### src/design/hvs_pkg.sv
// Shared constants, widths and control types of the vector similarity block.
// No dependencies; every other file of the block imports it.
package hvs_pkg;

	// longest vector that is counted exactly; every count saturates here
	localparam int unsigned MAX_LENGTH = 16384;

	localparam int CNT_W  = 15;	// counts 0..MAX_LENGTH
	localparam int DOT_W  = 16;	// signed dot product, +-MAX_LENGTH
	localparam int PROD_W = 29;	// product of two counts, up to MAX_LENGTH squared
	localparam int QUO_W  = 31;	// cosine squared in Q1.30
	localparam int ROOT_W = 16;	// root result, up to 1.0 in Q1.15
	localparam int RAD_W  = 32;	// radicand, padded to an even width
	localparam int SREM_W = ROOT_W + 2;
	localparam int STEP_W = 5;

	localparam int IN_W       = 8;
	localparam int OUT_W      = 48;
	localparam int OUT_USER_W = 2;

	localparam logic [CNT_W-1:0]  CNT_MAX = CNT_W'(MAX_LENGTH);
	localparam logic [15:0]       COS_MAX = 16'h7FFF;
	localparam logic [14:0]       JAC_MAX = 15'h7FFF;

	// last value of the step counter: 31 divide steps, 16 root steps
	localparam logic [STEP_W-1:0] COS_DIV_LAST = STEP_W'(QUO_W - 1);
	localparam logic [STEP_W-1:0] ROOT_LAST    = STEP_W'(ROOT_W - 1);

	typedef struct packed {
		logic [DOT_W-1:0] dot;
		logic [CNT_W-1:0] nz_a;
		logic [CNT_W-1:0] nz_b;
		logic [CNT_W-1:0] mismatch;
		logic [CNT_W-1:0] both_one;
		logic [CNT_W-1:0] either_one;
	} acc_t;

	typedef struct packed {
		logic acc_en;
		logic snap;
		logic mul_sq;
		logic mul_nz;
		logic div_load_cos;
		logic div_load_jac;
		logic div_step;
		logic root_load;
		logic root_step;
		logic out_load;
	} cmd_t;

endpackage

### src/design/hvs_ctrl.sv
// Sequencer of the similarity block: input handshake, arithmetic schedule
// and output valid. Depends on hvs_pkg.
module hvs_ctrl import hvs_pkg::*; (
	input  logic clk,
	input  logic arst_n,
	input  logic s_tvalid,
	input  logic s_tlast,
	output logic s_tready,
	input  logic m_tready,
	output logic m_tvalid,
	output cmd_t cmd
);

	typedef enum logic [8:0] {
		S_ACC  = 9'b000000001,
		S_SNAP = 9'b000000010,
		S_MSQ  = 9'b000000100,
		S_MNZ  = 9'b000001000,
		S_LDC  = 9'b000010000,
		S_DIVC = 9'b000100000,
		S_LDJ  = 9'b001000000,
		S_ROOT = 9'b010000000,
		S_OUT  = 9'b100000000
	} state_t;

	state_t              state_q, state_d;
	logic [STEP_W-1:0]   cnt_q, cnt_d;
	logic                out_valid_q;

	always_comb begin
		state_d  = state_q;
		cnt_d    = cnt_q;
		cmd      = '0;
		s_tready = 1'b0;
		unique case (state_q)
			S_ACC: begin
				s_tready   = 1'b1;
				cmd.acc_en = s_tvalid;
				if (s_tvalid && s_tlast) begin
					state_d = S_SNAP;
				end
			end
			S_SNAP: begin
				cmd.snap = 1'b1;
				state_d  = S_MSQ;
			end
			S_MSQ: begin
				cmd.mul_sq = 1'b1;
				state_d    = S_MNZ;
			end
			S_MNZ: begin
				cmd.mul_nz = 1'b1;
				state_d    = S_LDC;
			end
			S_LDC: begin
				cmd.div_load_cos = 1'b1;
				cnt_d            = COS_DIV_LAST;
				state_d          = S_DIVC;
			end
			S_DIVC: begin
				cmd.div_step = 1'b1;
				cnt_d        = cnt_q - 1'b1;
				if (cnt_q == '0) begin
					state_d = S_LDJ;
				end
			end
			S_LDJ: begin
				// root of the cosine square runs beside the jaccard divide
				cmd.div_load_jac = 1'b1;
				cmd.root_load    = 1'b1;
				cnt_d            = ROOT_LAST;
				state_d          = S_ROOT;
			end
			S_ROOT: begin
				cmd.div_step  = 1'b1;
				cmd.root_step = 1'b1;
				cnt_d         = cnt_q - 1'b1;
				if (cnt_q == '0) begin
					state_d = S_OUT;
				end
			end
			S_OUT: begin
				if (!out_valid_q || m_tready) begin
					cmd.out_load = 1'b1;
					state_d      = S_ACC;
				end
			end
			default: begin
				state_d = S_ACC;
			end
		endcase
	end

	always_ff @(posedge clk or negedge arst_n) begin
		if (!arst_n) begin
			state_q     <= S_ACC;
			cnt_q       <= '0;
			out_valid_q <= 1'b0;
		end else begin
			state_q <= state_d;
			cnt_q   <= cnt_d;
			if (cmd.out_load) begin
				out_valid_q <= 1'b1;
			end else if (m_tready) begin
				out_valid_q <= 1'b0;
			end
		end
	end

	assign m_tvalid = out_valid_q;

endmodule

### src/design/hvs_accum.sv
// Running accumulators over the element pairs of one vector.
// Depends on hvs_pkg for widths, saturation limit and the command struct.
module hvs_accum import hvs_pkg::*; (
	input  logic       clk,
	input  logic       arst_n,
	input  cmd_t       cmd,
	input  logic [1:0] elem_a,
	input  logic [1:0] elem_b,
	output acc_t       acc
);

	localparam logic signed [DOT_W:0] DOT_HI   = (DOT_W+1)'(MAX_LENGTH);
	localparam logic signed [DOT_W:0] DOT_LO   = -DOT_HI;
	localparam logic signed [DOT_W:0] DOT_STEP = (DOT_W+1)'(1);

	acc_t acc_q, acc_d;

	logic a_nz, b_nz, a_neg, b_neg, a_one, b_one;
	logic prod_pos, prod_neg, differ;
	logic signed [DOT_W:0] dot_sum;

	function automatic logic [CNT_W-1:0] count_up(input logic [CNT_W-1:0] c, input logic en);
		count_up = (en && (c < CNT_MAX)) ? c + 1'b1 : c;
	endfunction

	// both codes with the top bit set decode as -1
	assign a_nz  = |elem_a;
	assign b_nz  = |elem_b;
	assign a_neg = elem_a[1];
	assign b_neg = elem_b[1];
	assign a_one = (elem_a == 2'b01);
	assign b_one = (elem_b == 2'b01);

	assign prod_pos = a_nz && b_nz && (a_neg == b_neg);
	assign prod_neg = a_nz && b_nz && (a_neg != b_neg);
	assign differ   = (a_nz != b_nz) || prod_neg;

	always_comb begin
		dot_sum = $signed({acc_q.dot[DOT_W-1], acc_q.dot});
		if (prod_pos) begin
			dot_sum = dot_sum + DOT_STEP;
		end else if (prod_neg) begin
			dot_sum = dot_sum - DOT_STEP;
		end
		acc_d            = acc_q;
		if (dot_sum > DOT_HI) begin
			acc_d.dot = DOT_HI[DOT_W-1:0];
		end else if (dot_sum < DOT_LO) begin
			acc_d.dot = DOT_LO[DOT_W-1:0];
		end else begin
			acc_d.dot = dot_sum[DOT_W-1:0];
		end
		acc_d.nz_a       = count_up(acc_q.nz_a, a_nz);
		acc_d.nz_b       = count_up(acc_q.nz_b, b_nz);
		acc_d.mismatch   = count_up(acc_q.mismatch, differ);
		acc_d.both_one   = count_up(acc_q.both_one, a_one && b_one);
		acc_d.either_one = count_up(acc_q.either_one, a_one || b_one);
	end

	always_ff @(posedge clk or negedge arst_n) begin
		if (!arst_n) begin
			acc_q <= '0;
		end else if (cmd.snap) begin
			acc_q <= '0;
		end else if (cmd.acc_en) begin
			acc_q <= acc_d;
		end
	end

	assign acc = acc_q;

endmodule

### src/design/hvs_calc.sv
// End-of-vector arithmetic: shared multiplier, restoring divider, digit
// square root and the result register. Depends on hvs_pkg.
module hvs_calc import hvs_pkg::*; (
	input  logic               clk,
	input  cmd_t               cmd,
	input  acc_t               acc,
	output logic [14:0]        hamming_distance,
	output logic signed [15:0] cosine,
	output logic               cosine_undefined,
	output logic [14:0]        jaccard,
	output logic               jaccard_undefined
);

	// snapshot of the finished vector
	logic [CNT_W-1:0] mag_q, nza_q, nzb_q, ham_q, both_q, either_q;
	logic             neg_q, cund_q, jund_q;
	logic [DOT_W-1:0] dot_abs;

	// multiplier
	logic [CNT_W-1:0]   mul_a, mul_b;
	logic [2*CNT_W-1:0] mul_res;
	logic [PROD_W-1:0]  sq_q, prod_q;

	// divider
	logic [PROD_W-1:0] den_q, rem_q;
	logic              nbit_q;
	logic [QUO_W-1:0]  quo_q;
	logic [PROD_W:0]   div_trial, div_diff;
	logic              div_ge;

	// square root
	logic [RAD_W-1:0]  rad_q;
	logic [ROOT_W-1:0] root_q;
	logic [SREM_W-1:0] srem_q;
	logic [SREM_W+1:0] rt_pre, rt_sub, rt_diff;
	logic              rt_ge;

	logic [15:0] cos_d;
	logic [14:0] jac_d;

	assign dot_abs = acc.dot[DOT_W-1] ? (~acc.dot + 1'b1) : acc.dot;

	always_ff @(posedge clk) begin
		if (cmd.snap) begin
			mag_q    <= dot_abs[CNT_W-1:0];
			neg_q    <= acc.dot[DOT_W-1];
			nza_q    <= acc.nz_a;
			nzb_q    <= acc.nz_b;
			ham_q    <= acc.mismatch;
			both_q   <= acc.both_one;
			either_q <= acc.either_one;
			cund_q   <= (acc.nz_a == '0) || (acc.nz_b == '0);
			jund_q   <= (acc.either_one == '0);
		end
	end

	assign mul_a   = cmd.mul_sq ? mag_q : nza_q;
	assign mul_b   = cmd.mul_sq ? mag_q : nzb_q;
	assign mul_res = mul_a * mul_b;

	always_ff @(posedge clk) begin
		if (cmd.mul_sq) begin
			sq_q <= mul_res[PROD_W-1:0];
		end
		if (cmd.mul_nz) begin
			prod_q <= mul_res[PROD_W-1:0];
		end
	end

	// one quotient bit a cycle; the dividend is the loaded value followed by zeros
	assign div_trial = {rem_q, nbit_q};
	assign div_diff  = div_trial - {1'b0, den_q};
	assign div_ge    = (div_trial >= {1'b0, den_q});

	always_ff @(posedge clk) begin
		if (cmd.div_load_cos) begin
			rem_q  <= {1'b0, sq_q[PROD_W-1:1]};
			nbit_q <= sq_q[0];
			den_q  <= prod_q;
			quo_q  <= '0;
		end else if (cmd.div_load_jac) begin
			rem_q  <= PROD_W'(both_q >> 1);
			nbit_q <= both_q[0];
			den_q  <= PROD_W'(either_q);
			quo_q  <= '0;
		end else if (cmd.div_step) begin
			rem_q  <= div_ge ? div_diff[PROD_W-1:0] : div_trial[PROD_W-1:0];
			nbit_q <= 1'b0;
			quo_q  <= {quo_q[QUO_W-2:0], div_ge};
		end
	end

	// two radicand bits a cycle, one root bit out
	assign rt_pre  = {srem_q, rad_q[RAD_W-1 -: 2]};
	assign rt_sub  = {2'b00, root_q, 2'b01};
	assign rt_diff = rt_pre - rt_sub;
	assign rt_ge   = (rt_pre >= rt_sub);

	always_ff @(posedge clk) begin
		if (cmd.root_load) begin
			rad_q  <= RAD_W'(quo_q);
			root_q <= '0;
			srem_q <= '0;
		end else if (cmd.root_step) begin
			rad_q  <= {rad_q[RAD_W-3:0], 2'b00};
			root_q <= {root_q[ROOT_W-2:0], rt_ge};
			srem_q <= rt_ge ? rt_diff[SREM_W-1:0] : rt_pre[SREM_W-1:0];
		end
	end

	always_comb begin
		if (cund_q) begin
			cos_d = '0;
		end else if (neg_q) begin
			cos_d = ~root_q + 1'b1;
		end else if (root_q[ROOT_W-1]) begin
			cos_d = COS_MAX;
		end else begin
			cos_d = root_q;
		end
		if (jund_q) begin
			jac_d = '0;
		end else if (quo_q[15]) begin
			jac_d = JAC_MAX;
		end else begin
			jac_d = quo_q[14:0];
		end
	end

	always_ff @(posedge clk) begin
		if (cmd.out_load) begin
			hamming_distance  <= ham_q;
			cosine            <= $signed(cos_d);
			cosine_undefined  <= cund_q;
			jaccard           <= jac_d;
			jaccard_undefined <= jund_q;
		end
	end

endmodule

### src/design/hd_vector_similarity.sv
// Top level of the vector similarity block: sequencer, accumulators and
// end-of-vector arithmetic. Depends on hvs_pkg, hvs_ctrl, hvs_accum, hvs_calc.
//
// Element pairs stream in one word per cycle; each element is -1, 0 or 1 and
// tlast marks the final pair. Every pair except the last is taken at full
// rate. After the last pair the block drops s_tready and works out the result
// (Hamming distance, cosine in signed Q1.15, Jaccard ratio in Q0.15, and the
// two undefined flags) with the 31-step restoring divide for the cosine
// square and the 16-step square root that runs beside the Jaccard divide.
// The result waits in an output register, and the next vector may start
// streaming while it waits.
module hd_vector_similarity import hvs_pkg::*; (
	input  logic                  clk,
	input  logic                  arst_n,
	input  logic                  s_tvalid,
	output logic                  s_tready,
	input  logic [IN_W-1:0]       s_tdata,	// elem_a[1:0], elem_b[3:2], zero pad
	input  logic                  s_tlast,
	output logic                  m_tvalid,
	input  logic                  m_tready,
	output logic [OUT_W-1:0]      m_tdata,	// hamming_distance[14:0], cosine[30:15],
						// jaccard[45:31], zero pad
	output logic [OUT_USER_W-1:0] m_tuser	// cosine_undefined[0], jaccard_undefined[1]
);

	cmd_t               cmd;
	acc_t               acc;
	logic [14:0]        hamming_distance;
	logic signed [15:0] cosine;
	logic               cosine_undefined;
	logic [14:0]        jaccard;
	logic               jaccard_undefined;

	hvs_ctrl u_ctrl (
		.clk      (clk),
		.arst_n   (arst_n),
		.s_tvalid (s_tvalid),
		.s_tlast  (s_tlast),
		.s_tready (s_tready),
		.m_tready (m_tready),
		.m_tvalid (m_tvalid),
		.cmd      (cmd)
	);

	hvs_accum u_accum (
		.clk    (clk),
		.arst_n (arst_n),
		.cmd    (cmd),
		.elem_a (s_tdata[1:0]),
		.elem_b (s_tdata[3:2]),
		.acc    (acc)
	);

	hvs_calc u_calc (
		.clk               (clk),
		.cmd               (cmd),
		.acc               (acc),
		.hamming_distance  (hamming_distance),
		.cosine            (cosine),
		.cosine_undefined  (cosine_undefined),
		.jaccard           (jaccard),
		.jaccard_undefined (jaccard_undefined)
	);

	assign m_tdata = {2'b00, jaccard, cosine, hamming_distance};
	assign m_tuser = {jaccard_undefined, cosine_undefined};

	// a last word stops intake until the result is loaded
	a_last_stalls: assert property (@(posedge clk) disable iff (!arst_n)
		(s_tvalid && s_tready && s_tlast) |=> !s_tready)
		else $error("input taken right after a last word");

	a_cos_undef_zero: assert property (@(posedge clk) disable iff (!arst_n)
		(m_tvalid && m_tuser[0]) |-> (m_tdata[30:15] == 16'h0000))
		else $error("cosine not zero while undefined");

	a_jac_undef_zero: assert property (@(posedge clk) disable iff (!arst_n)
		(m_tvalid && m_tuser[1]) |-> (m_tdata[45:31] == 15'h0000))
		else $error("jaccard not zero while undefined");

	a_ham_bound: assert property (@(posedge clk) disable iff (!arst_n)
		m_tvalid |-> (m_tdata[14:0] <= CNT_MAX))
		else $error("hamming distance beyond saturation limit");

endmodule
### config.mk
export PLATFORM = sky130hd
export DESIGN_NAME = hd_vector_similarity
export DESIGN_NICKNAME = d
export VERILOG_FILES = /design/src/design/hvs_pkg.sv /design/src/design/hvs_ctrl.sv /design/src/design/hvs_accum.sv /design/src/design/hvs_calc.sv /design/src/design/hd_vector_similarity.sv
export SDC_FILE = /design/constraint.sdc
export NUM_CORES = 1
export LEC_CHECK = 0
export ABC_AREA = 1
export ABC_CLOCK_PERIOD_IN_PS = 6100
export BUFFER_PORTS_ARGS = -buffer_cell sky130_fd_sc_hd__buf_2
export CORE_AREA = 2 2 298 300
export CTS_BUF_LIST = sky130_fd_sc_hd__clkbuf_2
export CTS_CLUSTER_SIZE = 14
export DETAILED_ROUTE_END_ITERATION = 10
export DIE_AREA = 0 0 300 302
export HOLD_SLACK_MARGIN = 0.02
export SYNTH_ARGS = -nofsm -noshare
export SYNTH_HDL_FRONTEND = slang
export SYNTH_SLANG_ARGS = --single-unit
### constraint.sdc
create_clock -name clk -period 6.1 [get_ports clk]
set_input_delay 1.22 -clock clk [delete_from_list [all_inputs] [get_ports clk]]
set_output_delay 1.22 -clock clk [all_outputs]
set_load 0.01 [all_outputs]
# --- Word-level counts from Yosys, hierarchy flattened ---
# Cells that the tools add are included.
totals:
  register_bits: 461
  latch_bits: 0
  rom_bits: 0
  memories: 0
  elab_cells: 164
  input_bits: 13
  ramBits: 0
classes:
  mux: 48
  n_addsub: 12
  eq_ne: 18
  n_bitwise: 2
  n_shift: 0
  magnitude_cmp: 9
  n_mul: 1
  div: 0
  reduce_logical: 40
ops:
  columns: ["operator", "count"]
  rows:
  - ["$mux W91", 2]
  - ["$mux W15", 10]
  - ["$add A15 B1 Y15 const B", 6]
  - ["$mux W29", 3]
  - ["$mux W28", 3]
  - ["$pmux W9 S9", 1]
  - ["$lt A15 B15 Y1 const B", 5]
  - ["$mux W31", 2]
  - ["$mux W16", 3]
  - ["$logic_not A15 Y1", 3]
  - ["$mux W9", 4]
  - ["$mux W17", 2]
  - ["$ge A30 B29 Y1", 1]
  - ["$mul A15 B15 Y29", 1]
  - ["$sub A29 B29 Y29", 1]
  - ["$ge A20 B18 Y1", 1]
  - ["$mux W18", 1]
  - ["$reduce_bool A2 Y1", 9]
  - ["$sub A18 B18 Y18", 1]
  - ["$add A16 B2 Y17 const B", 1]
  - ["$gt A17 B16 Y1 const B", 1]
  - ["$lt A17 B15 Y1 const B", 1]
  - ["$sub A16 B2 Y17 const B", 1]
  - ["$add A16 B1 Y16 const B", 1]
  - ["26 further kinds", 66]

# --- Logic depth before layout (Yosys ltp) ---
depth:
  word_depth: 10
  depth_mapped: 36
  ltp_nobuf: 34

# --- Cells and area by module ---
# From an unflattened synthesis, not the netlist that was laid out.
hier_totals:
  hier_cells: 3852
  hier_area_um2: 31555.3
modules_own_cells:
  columns: ["mod", "instances", "cells_per_inst", "area_per_inst_um2", "seq_area_each_um2"]
  rows:
  - ["hvs_calc", 1, 2919, 24896.4, 9989.6]
  - ["hvs_accum", 1, 790, 5592.9, 2277.2]
  - ["hvs_ctrl", 1, 138, 1032.2, 376.6]
  - ["hd_vector_similarity", 1, 5, 33.8, 0.0]

# --- Worst setup path before layout ---
# Ideal clock, no wire load.
synth_path:
  kind: "register to register"
  start: "reg u_ctrl.state_q[4]"
  end: "reg u_calc.prod_q[24] (data pin)"
  stages_incl_launch_ff: 34
  setup_slack_ps: -578
  arrival_ps: 6418
  setup_time_ps: 260
  path_buffers: 1
  cell_sequence: "dfrtp_1 nor2_1 nand2_2 nor2_1 inv_2 nor2_4 inv_2 nor2_1 inv_1 o21ai_0 clkbuf_1 nor2_1 fa_1 inv_1 fa_1 inv_1 fa_1 inv_1 fa_1 inv_1 fa_1 inv_1 fa_1 inv_1 ha_1 nand4_1 o21ai_0 nand2_1 a31oi_1 nand2_1 inv_1 nor2_1 nand2_1 nand2_1"
synth_via:
  elab_chain_cells: 4
  word_cells_on_any_way: 5
synth_lines:
  columns: ["element", "line_no", "source"]
  rows:
  - ["start: declaration", "hvs_ctrl.sv:26", "state_t state_q, state_d;"]
  - ["start signal: assignment", "hvs_ctrl.sv:100", "state_q <= state_d;"]
  - ["$eq A9 B3 Y1 (*)", "hvs_ctrl.sv:35", "unique case (state_q)"]
  - ["$mux W1 (*)", "hvs_ctrl.sv:35", null]
  - ["$mux W15, on equally long branches", "hvs_calc.sv:57, hvs_calc.sv:58", null]
  - ["$mul A15 B15 Y29 (*)", "hvs_calc.sv:59", "assign mul_res = mul_a * mul_b;"]
  - ["net u_calc.mul_res[24]", "hvs_calc.sv:21", "logic [2*CNT_W-1:0] mul_res;"]
  - ["end signal: assignment", "hvs_calc.sv:66", "prod_q <= mul_res[PROD_W-1:0];"]
  - ["end: declaration", "hvs_calc.sv:22", "logic [PROD_W-1:0] sq_q, prod_q;"]
# Mark *: on every way through the listed nets, which the timed path passes. The rest lies on a longest branch.
# A chain may end at the register's enable or synchronous reset.

# --- Worst setup path after layout ---
layout_path:
  start: "reg u_ctrl.state_q[7]"
  end: "reg u_calc.sq_q[25] (data pin)"
layout_via:
  elab_chain_cells: 4
  word_cells_on_any_way: 5
layout_lines:
  columns: ["element", "line_no", "source"]
  rows:
  - ["$eq A9 B3 Y1 (*)", "hvs_ctrl.sv:35", null]
  - ["$mux W1 (*)", "hvs_ctrl.sv:35", null]
  - ["$mux W15, on equally long branches", "hvs_calc.sv:57, hvs_calc.sv:58", null]
  - ["$mul A15 B15 Y29 (*)", "hvs_calc.sv:59", null]
  - ["net u_calc.mul_res[25]", "hvs_calc.sv:21", null]
  - ["end signal: assignment", "hvs_calc.sv:63", "sq_q <= mul_res[PROD_W-1:0];"]
  - ["end: declaration", "hvs_calc.sv:22", null]
# Marks and branches as above.

==> results_dict.tcl <==
set metrics [dict create \
    via_per_inst 4.769 \
    synth_top_area_frac 0.2853 \
    min_path_cells 2 \
    rsz0062_at_grt "yes" \
    period_needed_ns 6.499 \
    final_area_um2 35760 \
    layout-drive-gt1-share 0.2196 \
    grt_max_degree 104 \
    dr.pass1.iters 7 \
    synth_warnings 0 \
    synthCells 3355 \
    critPathSlowestCell "fa_1" \
    yosysSeqAreaShare 0.4171 \
    path_clk_slew_ns 0.10 \
    timing.final.crit_share 1.065 \
    drt_wl_total_um 73660 \
    slowest_delay_ns 0.55 \
    grtUsageTotal 0.1645 \
    clkLatencyLatePin_ns 1.28 \
    cts_tree "done" \
    holdWs_ns 0.3021 \
    die_y_um 302 \
    yosys.area.top_type "edfxtp_1" \
    cp_common_cell "fa_1" \
    worst_pin_slew_ns 1.028 \
    nNetsFinal 4020 \
    syn_area_per_cell_um2 9.035 \
    worst_ep_arrival_time_ns 7.40 \
    hold-path-endpoint "u_ctrl.m_tvalid$_DFFE_PN0P_" \
    cts_sinks 461 \
    yosysUniqueCellTypes 66 \
    finalHoldViolations 0 \
    wl_per_cell_um 14.85 \
    r2r_end "u_calc.sq_q[25]$_DFFE_PP_" \
    die_x_um 300 \
    setup-violations-final 36 \
    required_ns 7.00 \
    initialDrtViolationCount 1293 \
    grt_pass1_wl_um 121400 \
    root_buffer "clkbuf_2" \
    vias 23660 \
    htree_levels 3 \
    core_area_um2 87560 \
    synthTopCellsByCount "nand2_1, inv_1, nor2_1" \
    crit_path_start_kind "register" \
    synth_ff_type "edfxtp_1" \
    io_buffers 58 \
    r2r_setup_slack_ns -0.40 \
    maxCapViolations 0 \
    pin_count 65 \
    start_util 0.3462 \
    path_buf_inv 9 \
    antenna_found_initial 3 \
    cts_buffers 118 \
    dp_cells 4690 \
    r2r-start "u_ctrl.state_q[7]$_DFFE_PN0P_" \
    dieArea_um2 90600 \
    hold_start "m_tready" \
    ys_seq_elements 461 \
    status "finished with violations" \
    critPathKind "register to register" \
    slew_headroom 0.3136 \
    drc 0 \
    dp_hpwl_um 54680 \
    cp-end-kind "register" \
    max_freq_ghz 0.1539 \
    synth_edf_count 288 \
    yosysMostFrequentCell "nand2_1" \
    failed_checks "negative setup slack" \
    worstRegToRegCells 29 \
    clockBufferDepth 3 \
    fp-row-count 109 \
    hold_class "primary input to register" \
    areaGrowthSynthToFinish_pct 17.96 \
    syn_area_um2 30310 \
    final_cells 4962 \
    async_reset_ff_frac 0.2299 \
    cp_top_family "adder cells" \
    grt_pass1_vias 23740 \
    synth_area_leaders "edfxtp_1, fa_1, dfrtp_1" \
    path_max_fanout 16 \
    placed_area_um2 33420 \
    skew_ns 0.1774 \
    fin_ws_ns -0.3993 \
    place_congestion 0.8709 \
    ant_nets 0 \
    fillers 8712 \
    finalMaxSlewViolations 0 \
    grt_overflow 0 \
]
## per-stage QoR
stage               TNS (ns)  worst slack, ns  utilization
floorplan            -0.6820          -0.1241            -
global placement      -15.12          -0.6345       0.3817
detailed placement    -17.79          -0.6867       0.3817
CTS                   -5.564          -0.2930       0.4009
global route          -21.14          -0.7033       0.4083
finish                -9.403          -0.3993       0.4084
## sequential cells by signal (all words and copies together), names as in the netlist, 16 cells and up
name           count
u_calc.rem_q      29
u_calc.srem_q     18
u_calc.prod_q     29
u_calc.quo_q      31
u_accum.acc       91
u_calc.rad_q      32
u_calc.cosine     16
u_calc.den_q      29
u_calc.root_q     16
u_calc.sq_q       29
## routing by layer
layer / wire (µm) / vias up / track usage
met1: 34420 / 11350 / 0.2203
met3: 2537 / 112 / 0.02255
met4: 1440 / 2 / 0.04821
met5: 9 / - / 0
met2: 35260 / 435 / 0.2780
li1: - / 11760 / -
## layout by cell type (no fill, tap or decap), types with 105 or more instances in the layout
cell      netlist  layout
edfxtp_1      288     288
nor2_1        345     309
ha_1          151     132
clkbuf_2        0     189
a21oi_1       142     129
buf_4          14     217
inv_1         497     454
dfrtp_1       105     105
nand2_1       633     615
fa_1          167     161
o21ai_0       157     144
## cells by family (layout without fill, tap and decap cells)
kind of cell | after synthesis | in the layout | synth area share
xor gates and xnor gates | 118 | 118 | 0.03434
buffers and inverters | 626 | 1064 | 0.08412
DFF | 461 | 461 | 0.4171
adders and majority gates | 318 | 318 | 0.1726
AOI/OAI and AO/OA | 523 | 523 | 0.1018
other | 1 | 5 | 0.0001237
and+or+nand+nor | 1308 | 1308 | 0.1899
## cell type report
cell class	count	area, µm²	share of cell area
clock inverter	36	249.0	0.006964
timing repair buffer	304	2342	0.06551
clock buffer	189	945.9	0.02645
inverter	535	2028	0.05672
sequential	461	12640	0.3536
tap	1165	1458	0.04077
antenna	3	7.507	0.0002100
multi-input combinational	2269	16080	0.4498
## how the worst max path moves through the flow
| stage | start | cells past startpoint | slack, ns | end |
|---|---|---|---|---|
| 2_1_floorplan | u_ctrl.state_q[5]$_DFFE_PN0P_ | 34 | -0.12 | u_calc.prod_q[24]$_DFFE_PP_ |
| 3_3_place_gp | u_ctrl.state_q[7]$_DFFE_PN0P_ | 28 | -0.63 | u_calc.sq_q[26]$_DFFE_PP_ |
| 3_5_place_dp | u_ctrl.state_q[7]$_DFFE_PN0P_ | 29 | -0.69 | u_calc.prod_q[27]$_DFFE_PP_ |
| 4_1_cts | u_ctrl.state_q[6]$_DFFE_PN0P_ | 29 | -0.29 | u_calc.sq_q[27]$_DFFE_PP_ |
| 5_1_grt | u_ctrl.state_q[7]$_DFFE_PN0P_ | 34 | -0.70 | u_calc.sq_q[24]$_DFFE_PP_ |
| 6_report | u_ctrl.state_q[7]$_DFFE_PN0P_ | 29 | -0.40 | u_calc.sq_q[25]$_DFFE_PP_ |
## repair_timing
| action | CTS | global route |
|---|---|---|
| endpoints found under the setup margin | 38 | 42 |
| hold buffers | 1 | 0 |
| hold endpoints to repair | 43 | 0 |
| pin swaps | 29 | 56 |
| buffers inserted | 16 | 28 |
| gates resized for setup | 84 | 112 |
Power is left out: the tool's default activity adds up to more than one toggle a clock period on the data nets, which glitch-free logic cannot reach.
